--- src/hdl/tsa_pkg.sv ---
// ----------------------------------------------------------------------------
// tsa_pkg
// Types and constants shared by the scaled nanosecond time ALU modules.
// ----------------------------------------------------------------------------
package tsa_pkg;

	localparam int unsigned NS_W       = 64;
	localparam int unsigned PART_W     = 16;
	localparam int unsigned SEC_W      = 32;
	localparam int unsigned NANO_W     = 30;
	localparam int unsigned PROD_W     = SEC_W + NANO_W;
	localparam int unsigned QUO_W      = 35;
	localparam int unsigned DIV_STEPS  = 5;
	localparam int unsigned DIV_STAGES = QUO_W / DIV_STEPS;

	localparam logic [NANO_W:0]   NS_PER_SEC   = 31'd1000000000;
	localparam logic [NANO_W-1:0] NS_PER_SEC_N = 30'd1000000000;

	typedef enum logic [2:0] {
		CMD_ADD   = 3'd0,
		CMD_SUB   = 3'd1,
		CMD_HALVE = 3'd2,
		CMD_CMP   = 3'd3,
		CMD_TO_TS = 3'd4,
		CMD_FROM_TS = 3'd5
	} cmd_t;

	typedef enum logic [1:0] {
		ORD_EQ   = 2'd0,
		ORD_GT   = 2'd1,
		ORD_LT   = 2'd2
	} order_t;

	// Result fields that travel alongside the divider.
	typedef struct packed {
		logic [2:0]        cmd;
		logic [PART_W-1:0] hi;
		logic [NS_W-1:0]   ns;
		logic [PART_W-1:0] sub;
		logic [1:0]        order;
	} side_t;

	// Divider working state for one stage.
	typedef struct packed {
		logic [NANO_W-1:0] rem;
		logic [QUO_W-1:0]  bits;
		logic [QUO_W-1:0]  quo;
	} div_t;

endpackage

--- src/hdl/tsa_front.sv ---
// ----------------------------------------------------------------------------
// tsa_front
// First stage: 96-bit add, subtract, halve and compare, the seconds product
// for timestamp conversion, and the divider start state.
// ----------------------------------------------------------------------------
module tsa_front
	import tsa_pkg::*;
(
	input  logic                clk,
	input  logic                en,
	input  logic [2:0]          cmd,
	input  logic [PART_W-1:0]   a_high_ns,
	input  logic [NS_W-1:0]     a_ns,
	input  logic [PART_W-1:0]   a_sub_ns,
	input  logic [PART_W-1:0]   b_high_ns,
	input  logic [NS_W-1:0]     b_ns,
	input  logic [PART_W-1:0]   b_sub_ns,
	input  logic [SEC_W-1:0]    stamp_seconds_in,
	input  logic [NANO_W-1:0]   stamp_nanos_in,
	output side_t               side_s1,
	output div_t                div_s1,
	output logic [PROD_W-1:0]   prod_s1,
	output logic [NANO_W-1:0]   nanos_s1
);

	localparam int unsigned T_W = 2 * PART_W + NS_W;

	logic [T_W-1:0] ta, tb, tr;
	side_t          side_d;

	assign ta = {a_high_ns, a_ns, a_sub_ns};
	assign tb = {b_high_ns, b_ns, b_sub_ns};

	always_comb begin
		tr     = '0;
		side_d = '0;
		side_d.cmd = cmd;
		case (cmd)
			CMD_ADD:   tr = ta + tb;
			CMD_SUB:   tr = ta - tb;
			CMD_HALVE: tr = ta >> 1;
			CMD_CMP: begin
				if (ta > tb)
					side_d.order = ORD_GT;
				else if (ta < tb)
					side_d.order = ORD_LT;
				else
					side_d.order = ORD_EQ;
			end
			default: tr = '0;
		endcase
		side_d.hi  = tr[T_W-1 -: PART_W];
		side_d.ns  = tr[PART_W +: NS_W];
		side_d.sub = tr[PART_W-1:0];
	end

	always_ff @(posedge clk) begin
		if (en) begin
			side_s1       <= side_d;
			prod_s1       <= PROD_W'(stamp_seconds_in) * PROD_W'(NS_PER_SEC_N);
			nanos_s1      <= stamp_nanos_in;
			div_s1.rem    <= NANO_W'(a_ns[NS_W-1:QUO_W]);
			div_s1.bits   <= a_ns[QUO_W-1:0];
			div_s1.quo    <= '0;
		end
	end

endmodule

--- config.mk ---
export PLATFORM = sky130hd
export DESIGN_NAME = tsa_front
export DESIGN_NICKNAME = d
export VERILOG_FILES = /design/src/hdl/tsa_pkg.sv /design/src/hdl/tsa_front.sv
export SDC_FILE = /design/constraint.sdc
export NUM_CORES = 2
export LEC_CHECK = 0
export BUFFER_PORTS_ARGS = -buffer_cell sky130_fd_sc_hd__clkbuf_2
export CAP_MARGIN = 20
export CORE_UTILIZATION = 60
export CTS_BUF_LIST = sky130_fd_sc_hd__clkbuf_4
export CTS_CLUSTER_DIAMETER = 200
export DETAILED_ROUTE_END_ITERATION = 16
export GPL_ROUTABILITY_DRIVEN = 1
export PLACE_DENSITY = 0.83
export SETUP_SLACK_MARGIN = 0.05
export SLEW_MARGIN = 15
export SYNTH_ARGS = -nofsm -noshare
export SYNTH_HDL_FRONTEND = slang
export SYNTH_SLANG_ARGS = --single-unit
--- constraint.sdc ---
create_clock -name clk -period 7.6 [get_ports clk]
set_input_delay 0.38 -clock clk [delete_from_list [all_inputs] [get_ports clk]]
set_output_delay 0.38 -clock clk [all_outputs]
set_load 0.05 [all_outputs]
# Word level (Yosys, flattened, before mapping)
# Cells that the tools add are included.
# word_totals
elab_cells,24
in_bits,259
ff_bits,248
out_inout_bits,293
# op_classes
n_eq_ne,3
add_sub_neg,2
n_lt_le_gt_ge,2
reduce_logical,2
bitwise,1
mux,3
n_mul,1
# op_table
operator,count
case mux 96 bit (3 select lines),1
adder 96 bit,1
> comparator 96 bit,1
< comparator 96 bit,1
subtractor 96 bit,1
multiplier 32 x 21 -> 53 bit (second input constant),1
== test 3 x 2 -> 1 bit (second input constant),2
== test 3 x 1 -> 1 bit (second input constant),1
zero test 3 bit,1
2-to-1 mux 2 bit,1
OR reduction 2 bit,1
2-to-1 mux 1 bit,1
NOT 1 bit,1

# Depth between registers and ports, before layout
# depth
word_depth,3
ltp_mapped,27
depth_no_buf,27

# Worst setup path after synthesis
# Ideal clock, no wire load.
# synth_path
path_kind,input to register
from,input stamp_seconds_in[4]
to,register prod_s1[60] (data pin)
path_buffers,0
t_arrival_ns,6.391
required_ns,7.342
setup_ns,0.258
path_stages,25
setup_slack_ns,0.952
cell_sequence,inv_1 > fa_1 > fa_1 > fa_1 > fa_1 > fa_1 > inv_1 > fa_1 > inv_1 > fa_1 > inv_1 > ha_1 > a21o_1 > a21o_1 > a21o_1 > a21o_1 > a21oi_1 > o31ai_2 > a41o_1 > a41o_1 > a21oi_1 > nor2_1 > o31a_1 > nor2_1 > xnor2_1
# synth_between
elab_chain_len,1
# synth_rtl
element,line,rtl
from (decl),tsa_front.sv:18,"input logic [SEC_W-1:0] stamp_seconds_in,"
multiplier 32 x 21 -> 53 bit,tsa_front.sv:60,prod_s1 <= PROD_W'(stamp_seconds_in) * PROD_W'(NS_PER_SEC_N);
to (signal assigned),tsa_front.sv:60,
to (decl),tsa_front.sv:22,"output logic [PROD_W-1:0] prod_s1,"
# Every way passes these cells.
# A chain may end at the register's enable or synchronous reset.

# Worst setup path after layout
# layout_path
from,input stamp_seconds_in[0]
to,register prod_s1[57] (data pin)
# Same word-level chain as after synthesis.

==> out/results.md <==
| Quantity | Value |
| --- | --- |
| Post-synthesis register bit count | 248 |
| Pin count of the biggest net entering global routing | 116 |
| End point of the worst hold path | side_s1[98] |
| CTS H-tree depth | 3 |
| Transition at the pin with the smallest max-transition slack | 1051 ps |
| Horizontal die dimension | 241.4 µm |
| Global-route congestion overflow total | 0 |
| Data arrival time of the critical path | 7480 ps |
| Worst setup startpoint | stamp_seconds_in[0] |
| Global-route track usage on met3 | 7.760% |
| Synth cell count leaders | inv_1 (689), ha_1 (456), a21oi_1 (340) |
| Most Used Layer, Global Route | met2 |
| Wire length reported by the detailed router | 118000 µm |
| Final period util | 90.65% |
| Initial detailed-routing violation count | 3079 |
| Clock slew at reported path FFs | 60 ps |
| Combined buffer and inverter count along the critical path | 4 |
| Post-synth top area cell | edfxtp_1 |
| Worst Hold Path Cells | 1 |
| Slowest library cell on the worst path | fa_1 |
| Number of buffers added by the clock tree synthesis step | 68 |
| Initial antenna violation count | 13 |
| Placeable core region | 56500 µm² |
| Number of input and output port buffers inserted | 506 |
| Filler instances | 4493 |
| CTS tree | yes |
| Time the final worst path needs with I/O delays and setup | 6889 ps |
| Count of vias placed by the detailed router | 31430 |
| Synthesized instance count | 3813 |
| Hold crit path type | in -> reg |
| Clock sink count | 248 |
| Most numerous cell on the critical path | fa_1 |
| Cells taking the most area after synthesis | edfxtp_1 (22%), fa_1 (18%), ha_1 (17%) |
| Fraction of layout instances using a drive strength above 1 | 15.43% |
| M1 GR Usage | 52.29% |
| Final #Nets | 5424 |
| Global router's overall resource usage | 40.10% |
| Count of distinct cell types in the synthesized netlist | 94 |
| Seq/Total Area, Yosys | 21.66% |
| Largest stage delay on the critical path | 590 ps |
| Cell family contributing the most delay on the critical path | adder cells |
| Avg Inst Size Synth | 9.018 µm² |
| Worst-case vdd ir drop | 1.603 mV |
| DRC | 0 |
| Initial Util | 60.87% |
| Largest buffer count on any clock path | 3 |
| Hold wc startpoint | cmd[0] |
| Yosys Warn Count | 0 |
| Layout Cells excl Fill | 5206 |
| Vias per cell | 6.038 |
| Vias in the first global route | 30640 |
| Core Rows | 87 |
| Critical-path cell list | dlygate4sd3_1, clkbuf_2, fa_1, inv_1, fa_1, fa_1, fa_1, inv_1, fa_1, fa_1, fa_1, ha_1, and3_1, a211oi_1, o2111ai_1, a21oi_1, o21ai_1, a21oi_2, o21a_1, o21ai_1, and2_4, a31o_1, o31ai_2, xnor2_1 |
| Kind of end point of the critical path | register |
| Weighted congestion reported at the end of routability-driven placement | 1.020 |
| Unrepaired setup endpoints after global routing | false |
| Top Ports | 552 |
| Total Die Area | 58270 µm² |
| Most used DFF post-synth | edfxtp_1 |
| Wire length of the first global-routing pass | 176400 µm |
| Max-slew violations | 0 |
| Met2 Use GR | 65.20% |
| Areal power density over the cells | 535.1 nW/µm² |
| Detailed-placement wirelength estimate | 95210 µm |
| Count of max-cap constraint violations | 0 |
| Buffer cell driving the clock tree root | clkbuf_4 |
| Maximum fanout along the worst path | 8 |
| Type of element launching the critical path | input pin |
| Slew HR | 29.91% |
| Post-detailed-route count of antenna-violating nets | 0 |
| Avg WL per Cell | 22.67 µm |
| Total leakage power | 19.01 nW |
| Setup TNS | 0 ps |
| Maximum clock frequency | 0.1452 GHz |
| Setup bufs post-CTS | 0 |
| Outcome | complete, no violations |
| Placed Instances | 4961 |
| Number of enable flip-flop cells after synthesis | 248 |
| Endpoints failing setup | 0 |
| Mapped Area | 34390 µm² |
| Relative area change from synthesis to final layout | 14.39% |
| Top-area cell type share of the netlist area | 21.66% |
| Die span in y | 241.4 µm |
| Ys async rst share | 0% |
| Critical path required time | 8190 ps |
| Number of hold violations in the final report | 0 |
| DR pass1 iterations | 6 |
| Crit path kind | in -> reg |
| Most used standard cell by instance count after synthesis | inv_1 |
==> final cells by class <==
cell class,instances,area [µm²],share of cell area [%]
multi-input combinational,2739,23620,60.04
sequential,248,7447,18.93
timing repair buffer,646,3896,9.906
inverter,692,2597,6.604
tap,756,945.9,2.405
clock buffer,88,660.6,1.680
clock inverter,26,142.6,0.3626
antenna,11,27.53,0.06998
==> per-stage QoR <==
step	power, W	cell area [µm²]	utilization [%]	hold slack, ps	setup slack, ps
after floorplan	0.01502	34550	-	478.9	951.6
after detailed placement	0.01966	37300	66.03	558.6	340.3
after global placement	0.01922	37300	66.03	556.8	442.8
final	0.02105	39330	69.62	96.22	710.9
after global routing	0.02283	39330	69.61	95.97	486.8
after CTS	0.02097	39310	69.57	36.40	813.9
==> kinds of logic after synthesis <==
| logic type | share of synthesized area, % |
|---|---|
| simple gates | 10.44 |
| flops | 21.66 |
| fa+ha+maj | 34.87 |
| buf+inv | 10.16 |
| mux | 0.6404 |
| other cells | 0.01091 |
| xor+xnor | 3.642 |
| compound gates | 18.58 |
==> power by group <==
group	internal (W)	switching [W]	leakage, nW
logic	0.00663	0.0105	16.1
registers	0.00255	0.000107	2.41
clock network	0.000577	0.000646	0.481
total	0.00976	0.0113	19.0
==> registers in the layout, indices dropped and copies added, names as in the netlist <==
signal    cells
prod_s1      53
nanos_s1     30
side_s1     101
div_s1       64
==> metal layers <==
layer | routed length [µm] | vias to the layer above
met1 | 47130 | 15170
met5 | 37 | -
met4 | 5005 | 6
met2 | 55000 | 1685
li1 | - | 14260
met3 | 10870 | 310
==> layout by cell type (no fill, tap or decap), types with 79 or more instances in the layout <==
master / instances
fa_1: 314
a21o_1: 79
inv_1: 689
edfxtp_1: 248
nor2_1: 200
o21ai_0: 218
clkbuf_4: 88
dlygate4sd3_1: 120
ha_1: 456
xnor2_1: 130
a21oi_1: 340
clkbuf_2: 504
nand2_1: 228
==> worst max path at each step <==
stage,endpoint,depth (start not counted),slack [ps]
after global placement,prod_s1[60],26,440
after detailed placement,prod_s1[60],26,340
final,prod_s1[57],24,710
after CTS,prod_s1[57],25,810
after floorplan,prod_s1[60],25,950
after global routing,prod_s1[57],25,490
==> repair_timing <==
action	in CTS	in global routing
setup endpoints to repair	0	0
hold buffers	120	0
endpoints found under the hold margin	184	0
gates resized for setup	0	0
(Power assumes the default switching activity.)
