`config.mk`:
```
export PLATFORM = sky130hd
export DESIGN_NAME = tsa_div_stage
export DESIGN_NICKNAME = d
export VERILOG_FILES = /design/src/hdl/tsa_pkg.sv /design/src/hdl/tsa_div_stage.sv
export SDC_FILE = /design/constraint.sdc
export NUM_CORES = 1
export LEC_CHECK = 0
export ABC_AREA = 1
export BUFFER_PORTS_ARGS = -buffer_cell sky130_fd_sc_hd__buf_4
export CORE_AREA = 2 2 133 135
export DETAILED_ROUTE_END_ITERATION = 8
export DIE_AREA = 0 0 135 137
export PLACE_DENSITY = 0.79
export SYNTH_ARGS = -nofsm -noshare
export SYNTH_HDL_FRONTEND = slang
export SYNTH_SLANG_ARGS = --single-unit
```
`constraint.sdc`:
```
create_clock -name clk -period 5.7 [get_ports clk]
set_input_delay 0 -clock clk [delete_from_list [all_inputs] [get_ports clk]]
set_output_delay 0 -clock clk [all_outputs]
set_load 0.02 [all_outputs]
```
`src/hdl/tsa_pkg.sv`:
```
// ----------------------------------------------------------------------------
// tsa_pkg
// Types and constants shared by the scaled nanosecond time ALU modules.
// ----------------------------------------------------------------------------
package tsa_pkg;

	localparam int unsigned NS_W       = 64;
	localparam int unsigned PART_W     = 16;
	localparam int unsigned SEC_W      = 32;
	localparam int unsigned NANO_W     = 30;
	localparam int unsigned PROD_W     = SEC_W + NANO_W;
	localparam int unsigned QUO_W      = 35;
	localparam int unsigned DIV_STEPS  = 5;
	localparam int unsigned DIV_STAGES = QUO_W / DIV_STEPS;

	localparam logic [NANO_W:0]   NS_PER_SEC   = 31'd1000000000;
	localparam logic [NANO_W-1:0] NS_PER_SEC_N = 30'd1000000000;

	typedef enum logic [2:0] {
		CMD_ADD   = 3'd0,
		CMD_SUB   = 3'd1,
		CMD_HALVE = 3'd2,
		CMD_CMP   = 3'd3,
		CMD_TO_TS = 3'd4,
		CMD_FROM_TS = 3'd5
	} cmd_t;

	typedef enum logic [1:0] {
		ORD_EQ   = 2'd0,
		ORD_GT   = 2'd1,
		ORD_LT   = 2'd2
	} order_t;

	// Result fields that travel alongside the divider.
	typedef struct packed {
		logic [2:0]        cmd;
		logic [PART_W-1:0] hi;
		logic [NS_W-1:0]   ns;
		logic [PART_W-1:0] sub;
		logic [1:0]        order;
	} side_t;

	// Divider working state for one stage.
	typedef struct packed {
		logic [NANO_W-1:0] rem;
		logic [QUO_W-1:0]  bits;
		logic [QUO_W-1:0]  quo;
	} div_t;

endpackage

```
`src/hdl/tsa_div_stage.sv`:
```
// ----------------------------------------------------------------------------
// tsa_div_stage
// One stage of the restoring divider by one billion: five quotient bits.
// ----------------------------------------------------------------------------
module tsa_div_stage
	import tsa_pkg::*;
(
	input  logic clk,
	input  logic en,
	input  div_t div_in,
	output div_t div_q
);

	div_t           nxt;
	logic [NANO_W:0] trial;
	logic            ge;

	always_comb begin
		nxt   = div_in;
		trial = '0;
		ge    = 1'b0;
		for (int i = 0; i < DIV_STEPS; i++) begin
			trial    = {nxt.rem, nxt.bits[QUO_W-1]};
			nxt.bits = nxt.bits << 1;
			ge       = trial >= NS_PER_SEC;
			nxt.rem  = ge ? NANO_W'(trial - NS_PER_SEC) : trial[NANO_W-1:0];
			nxt.quo  = {nxt.quo[QUO_W-2:0], ge};
		end
	end

	always_ff @(posedge clk) begin
		if (en) begin
			div_q <= nxt;
		end
	end

endmodule

```
==> impl_metrics.tcl, run 1 <==
set metrics [dict create \
    io_buffers 191 \
    synthCells 1271 \
    tool.error "[ERROR GRT-0232] Routing congestion too high. Check the congestion heatmap in the GUI." \
    cts_buffers 9 \
    rows 48 \
    syn_area_mm2 0.00834 \
    htree_levels 3 \
    grt_max_degree 96 \
    ys.flop_type "edfxtp_1" \
    die-width_um 135 \
    synth_edf_count 95 \
    cts.sinks 95 \
    lastStage "5_1_grt" \
    status "stopped before the end" \
    ys_async_sr_fraction_pct 0 \
    start_util_pct 48.9 \
    io_pins 202 \
    synthDistinctLibCells 40 \
    die_h_um 137 \
    postSynthAreaPerCell_um2 6.56 \
    timing.grt.repair.worst_endpoint "div_q[97]$_DFFE_PP_/D" \
    overflow 72 \
    ys.warnings.count 0 \
    seq_area_frac_synth_pct 34.2 \
    root_buffer "clkbuf_16" \
    routabilityCongestion 0.992 \
    placed_cells_incl_taps 1980 \
    endpoint_type "register data pin" \
    grt_antenna_before_repair 19 \
    dp_hpwl_um 23800 \
    clk_path_buf_depth 2 \
    ys_seq_elements 95 \
    track_usage_pct 77.9 \
]
-- kinds of logic after synthesis --
logic type	synth area share (%)
AND/OR/NAND/NOR	47.0
buffers and inverters	9.83
flip-flops	34.2
AO/OA/AOI/OAI	4.35
XOR/XNOR	3.98
adder cells (fa/ha/maj)	0.600
other	0.0450
-- synth_stat cells, drive strengths merged, types with 2 or more instances --
cell | count | area [µm²]
a21o | 2 | 15.0
a21oi | 21 | 139
and2 | 3 | 18.8
buf | 25 | 211
clkinv | 2 | 7.51
edfxtp | 95 | 2850
ha | 4 | 50.1
inv | 159 | 597
nand2 | 530 | 2090
nand3 | 139 | 753
nand3b | 8 | 60.1
nand4 | 40 | 250
nor2 | 160 | 702
nor3 | 3 | 15.0
nor4 | 2 | 12.5
o21ai | 35 | 186
xor2 | 36 | 323
-- layer usage --
metal  GRT usage (%)  GRT overflow
met1            75.1             4
met2            92.1            40
met3            65.7             1
met4            81.3            25
met5            47.8             2
-- what timing repair did --
item / CTS
setup buffers: 4
hold endpoints to repair: 69
gates cloned: 1
setup endpoints to repair: 20
hold buffers: 69
gates resized for setup: 6
pin swaps: 1
-- stage by stage --
step           instance area [µm²]  setup WS (ns)  TNS (ns)
3_5_place_dp                 12400         -0.446     -8.35
4_1_cts                      13500         0.0287         0
2_1_floorplan                 8500        0.00820         0
3_3_place_gp                 12400         -0.174     -2.87
==> run 2, diff against run 1 <==
- CORE_AREA: 2 2 133 135 -> 2 2 148 150
- DIE_AREA: 0 0 135 137 -> 0 0 150 152
- PLACE_DENSITY: 0.79 -> default
- PLACE_DENSITY_LB_ADDON: default -> 0.15
- clock period: 5.7 -> 7.4 ns (I/O delays scaled with it)
==> impl_metrics.tcl, run 2 <==
set metrics [dict create \
    ys_top_cells_by_area "edfxtp_1 (34%), nand2_1 (22%), nand3_1 (7.9%), nor2_1 (6.1%), inv_1 (5.9%)" \
    status "complete, no violations" \
    yosys.area.top_type "edfxtp_1" \
    postSynthAreaPerCell_um2 6.56 \
    ys_seq_elements 95 \
    cts_buffers 9 \
    vias 8844 \
    yosysMostFrequentCell "nand2_1" \
    synthDistinctLibCells 40 \
    antenna_cells 0 \
    cp_max_fo 15 \
    cts_tree "done" \
    cts.sinks 95 \
    cpPeakStageDelay_ns 0.54 \
    clk_pin_slew_worst_paths_ns 0.07 \
    largest_reg_flops 95 \
    die-width_um 150 \
    crit_required_ns 7.48 \
    drive_gt1_share_pct 22.5 \
    die_h_um 152 \
    io_buffers 191 \
    syn2layout_area_growth_pct 35.1 \
    setup_viol 0 \
    max_freq_ghz 0.149 \
    ys.flop_type "edfxtp_1" \
    grt_pass1_wl_um 39800 \
    fin_crit_ns 6.70 \
    syn_area_mm2 0.00834 \
    io_pins 202 \
    endpoint_kind "flip-flop" \
    worst_slack_ns 0.704 \
    layout_common_cells "nand2_1 (497), buf_4 (227), nor2_1 (134), nand3_1 (132), inv_1 (131)" \
    synth_edf_count 95 \
    seq_area_frac_synth_pct 34.2 \
    cp_slowest_cell "dlygate4sd3_1" \
    dp_hpwl_um 19900 \
    regMostFlops "div_q" \
    routabilityCongestion 0.901 \
    worstSetupStartpointType "input port" \
    htree_levels 3 \
    drv_cap 0 \
    grt_max_degree 51 \
    clk_path_buf_depth 2 \
    core_region_area_mm2 0.0214 \
    dieArea_mm2 0.0228 \
    worstPathArrival_ns 6.77 \
    first_pass_iters 5 \
    ant_nets 0 \
    track_usage_pct 21.3 \
    wl_um 24800 \
    grt_antenna_before_repair 0 \
    place_ws_ns 0.490 \
    ys.warnings.count 0 \
    tightest_slew_ns 0.619 \
    hold_class "in2reg" \
    root_buffer "clkbuf_16" \
    vdd_drop_max_uv 153 \
    top_regs "div_q x95" \
    critical_path_class "in2reg" \
    path_common_cell "nand2_1" \
    hold_viol_final 0 \
    ys_top_cells_by_count "nand2_1 (497), nor2_1 (135), nand3_1 (132), inv_1 (131), edfxtp_1 (95)" \
    powerDensity_mw_per_mm2 284 \
    rsz0062_at_grt "false" \
    yosys.area.top_type_share_pct 34.2 \
    post_drt_via_cell_ratio 4.80 \
    wl_per_cell_um 13.5 \
    drc 0 \
    relSlewSlack_pct 58.7 \
    drt_iter0_drc 486 \
    start_util_pct 39.0 \
    final_nets 1664 \
    overflow 0 \
    power_leakage_nw 5.63 \
    rows 54 \
    synthCells 1271 \
    ys_async_sr_fraction_pct 0 \
    post-route-period-util_pct 90.5 \
    slew_viol_final 0 \
    final_common_cell "nand2_1" \
    tns_ns 0 \
    grt_pass1_vias 8144 \
]
## run 2: cell counts after synthesis
Identical to the previous run, type by type.
## run 2: power by group
part,internal [mW],switching [mW],total [mW]
logic,0.684,1.26,1.94
registers,0.739,0.0258,0.765
clock network,0.275,0.219,0.494
total,1.70,1.50,3.20
## run 2: timing repair
item | CTS | global route
setup endpoints to repair | 0 | 22
resized for setup | 0 | 6
setup buffers | 0 | 8
hold endpoints to repair | 69 | 0
hold buffers | 69 | 0
## run 2: kinds of logic (layout without fill, tap and decap cells)
group | count (synthesis) | in the layout | synth area share [%]
buffers and inverters | 187 | 474 | 9.83
XOR/XNOR | 37 | 37 | 3.98
AO/OA/AOI/OAI | 61 | 61 | 4.35
adder cells (fa/ha/maj) | 4 | 4 | 0.600
other | 1 | 5 | 0.0450
AND/OR/NAND/NOR | 886 | 887 | 47.0
flip-flops | 95 | 95 | 34.2
## run 2: metrics by stage
stage | power, mW | cell area, µm² | hold slack, ns | utilization, % | cells
after floorplan | 2.13 | 8350 | 0.0989 | - | 1275
after global placement | 2.62 | 10200 | 0.178 | 47.5 | 1749
after detailed placement | 2.64 | 10200 | 0.179 | 47.5 | 1749
after CTS | 3.17 | 11200 | 0.00825 | 52.3 | 1834
after global routing | 3.49 | 11300 | 0.0256 | 52.8 | 1843
final | 3.20 | 11300 | 0.0172 | 52.8 | 1843
## run 2: path summary, 6_finish.rpt
| path | startpoint | to | slack, ns | cells past startpoint |
|---|---|---|---|---|
| setup / recovery | div_in[72] | div_q[90] | 0.70 | 55 |
| hold / removal | div_in[74] | div_q[79] | 0.02 | 3 |
## run 2: metal layers
layer  wire [µm]  part of all wire, %  global-route usage [%]  vias to the layer above
li1            -                    -                       -                     4642
met1       10700                   43                    26.3                     3927
met2       12400                   50                    38.7                      249
met3        1300                  5.2                    2.67                       26
met4         419                  1.7                    5.39                        0
met5           0                    0                       0                        -
## run 2: area by class of cell
cell class	instances	area, µm²
clock inverters	7	95.1
inverters	161	604
well taps	280	350
repair buffers	297	2410
clock buffers	9	225
fillers	2134	10100
flip-flops and latches	95	2850
multi-input cells	994	4720
## run 2: worst max-delay path: cells and delay by family
family                   cells  cell delay [ns]
AO/OA/AOI/OAI                2             0.42
adder cells (fa/ha/maj)      3             0.62
buffers and inverters       13             1.66
AND/OR/NAND/NOR             37             4.06
Note: power is estimated with default switching activity, not from simulation.
==> run 3, diff against run 2 <==
--- a/config.mk
+++ b/config.mk
@@ -12,3 +12,2 @@
 export DIE_AREA = 0 0 150 152
-export PLACE_DENSITY_LB_ADDON = 0.15
 export SYNTH_ARGS = -nofsm -noshare
--- a/constraint.sdc
+++ b/constraint.sdc
@@ -3,2 +3,2 @@
 set_output_delay 0 -clock clk [all_outputs]
-set_load 0.02 [all_outputs]
+set_load 0.05 [all_outputs]
==> impl_metrics.tcl, run 3 (synthesis gave the netlist of run 2 again) <==
set metrics [dict create \
    grt_pass1_vias 8124 \
    worstSetupStartpointType "input port" \
    final_common_cell "nand2_1" \
    track_usage_pct 21.3 \
    io_buffers 191 \
    htree_levels 3 \
    power_leakage_nw 5.56 \
    timing.hold.ws_ns 0.0941 \
    crit_required_ns 7.49 \
    hold_viol_final 0 \
    grt_antenna_before_repair 0 \
    drive_gt1_share_pct 22.0 \
    largest_reg_flops 95 \
    cts_buffers 9 \
    place_ws_ns 0.384 \
    cp_num_buf_inv 10 \
    worst_slack_ns 0.711 \
    place_area_mm2 0.0100 \
    first_pass_iters 5 \
    fin_crit_ns 6.69 \
    worstPathArrival_ns 6.78 \
    wl_per_cell_um 13.8 \
    cts.sinks 95 \
    grt_max_degree 69 \
    io_pins 202 \
    critical_path_class "in2reg" \
    core_region_area_mm2 0.0214 \
    cp_slowest_cell "dlygate4sd3_1" \
    routabilityCongestion 0.907 \
    endpoint_kind "flip-flop" \
    clk_pin_slew_worst_paths_ns 0.07 \
    grt_pass1_wl_um 39800 \
    die-width_um 150 \
    cp_max_fo 21 \
    setup_viol 0 \
    start_util_pct 39.0 \
    powerDensity_mw_per_mm2 302 \
    cpPeakStageDelay_ns 0.55 \
    post-route-period-util_pct 90.4 \
    ant_nets 0 \
    layout_common_cells "nand2_1 (494), buf_4 (211), nor2_1 (132), nand3_1 (132), inv_1 (131)" \
    power.total_mw 3.37 \
    max_freq_ghz 0.150 \
    slew_viol_final 0 \
    top_regs "div_q x95" \
    drt_iter0_drc 545 \
    clk_path_buf_depth 2 \
    path_common_cell "nand2_1" \
    antenna_cells 0 \
    die_h_um 152 \
    final_nets 1649 \
    drv_cap 0 \
    cts_tree "done" \
    drc 0 \
    root_buffer "clkbuf_16" \
    crit_family "simple AND/OR/NAND/NOR gates" \
    vdd_drop_max_uv 146 \
    wl_um 25200 \
    overflow 0 \
    relSlewSlack_pct 42.3 \
    vias 8798 \
    rows 54 \
    syn2layout_area_growth_pct 33.9 \
    status "complete, no violations" \
    dp_hpwl_um 20100 \
    regMostFlops "div_q" \
    dieArea_mm2 0.0228 \
    postLayoutCoreUtil_pct 52.3 \
    hold_class "in2reg" \
    final_area_mm2 0.0112 \
    tightest_slew_ns 0.865 \
    post_drt_via_cell_ratio 4.81 \
]
==> run 3: cell count changes in the layout (fill, tap and decap cells not counted), sizes merged <==
cell,change
buf,-16
bufinv,-1
clkinv,+1
clkinvlp,+1
inv,-1
nand3,+1
==> run 3: where the power goes <==
part | switching, mW | leakage, nW | internal (mW) | total [mW]
clock network | 0.219 | 0.145 | 0.240 | 0.459
registers | 0.0310 | 0.929 | 0.740 | 0.771
logic | 1.49 | 4.49 | 0.649 | 2.14
total | 1.74 | 5.56 | 1.63 | 3.37
==> run 3: area by class of cell <==
class / instances / area (µm²)
repair buffers: 281 / 2290
clock inverters: 7 / 75.1
clock buffers: 9 / 225
multi-input cells: 995 / 4760
inverters: 161 / 604
flip-flops and latches: 95 / 2850
fillers: 2200 / 10200
well taps: 280 / 350
==> run 3: what timing repair did <==
item	in CTS	in global routing
setup buffers	0	7
hold buffers	69	0
resized for setup	0	13
hold endpoints to repair	69	0
endpoints found under the setup margin	0	22
==> run 3: worst paths after layout <==
path | start | endpoint | slack [ns] | cells past startpoint
worst min-delay path | en | div_q[94] | 0.09 | 1
worst max-delay path | div_in[72] | div_q[95] | 0.71 | 49
==> run 3: metrics by stage <==
stage                     instances  setup TNS, ns
after CTS                      1819              0
final                          1828              0
after global placement         1734              0
after floorplan                1275              0
after detailed placement       1734              0
after global routing           1828        -0.0424
==> run 3: layer usage <==
metal  global-route usage, %  part of all wire (%)
met1                    27.9                    46
met2                    37.5                    48
met3                    2.61                   5.6
met4                    4.67                   1.3
met5                       0                     0
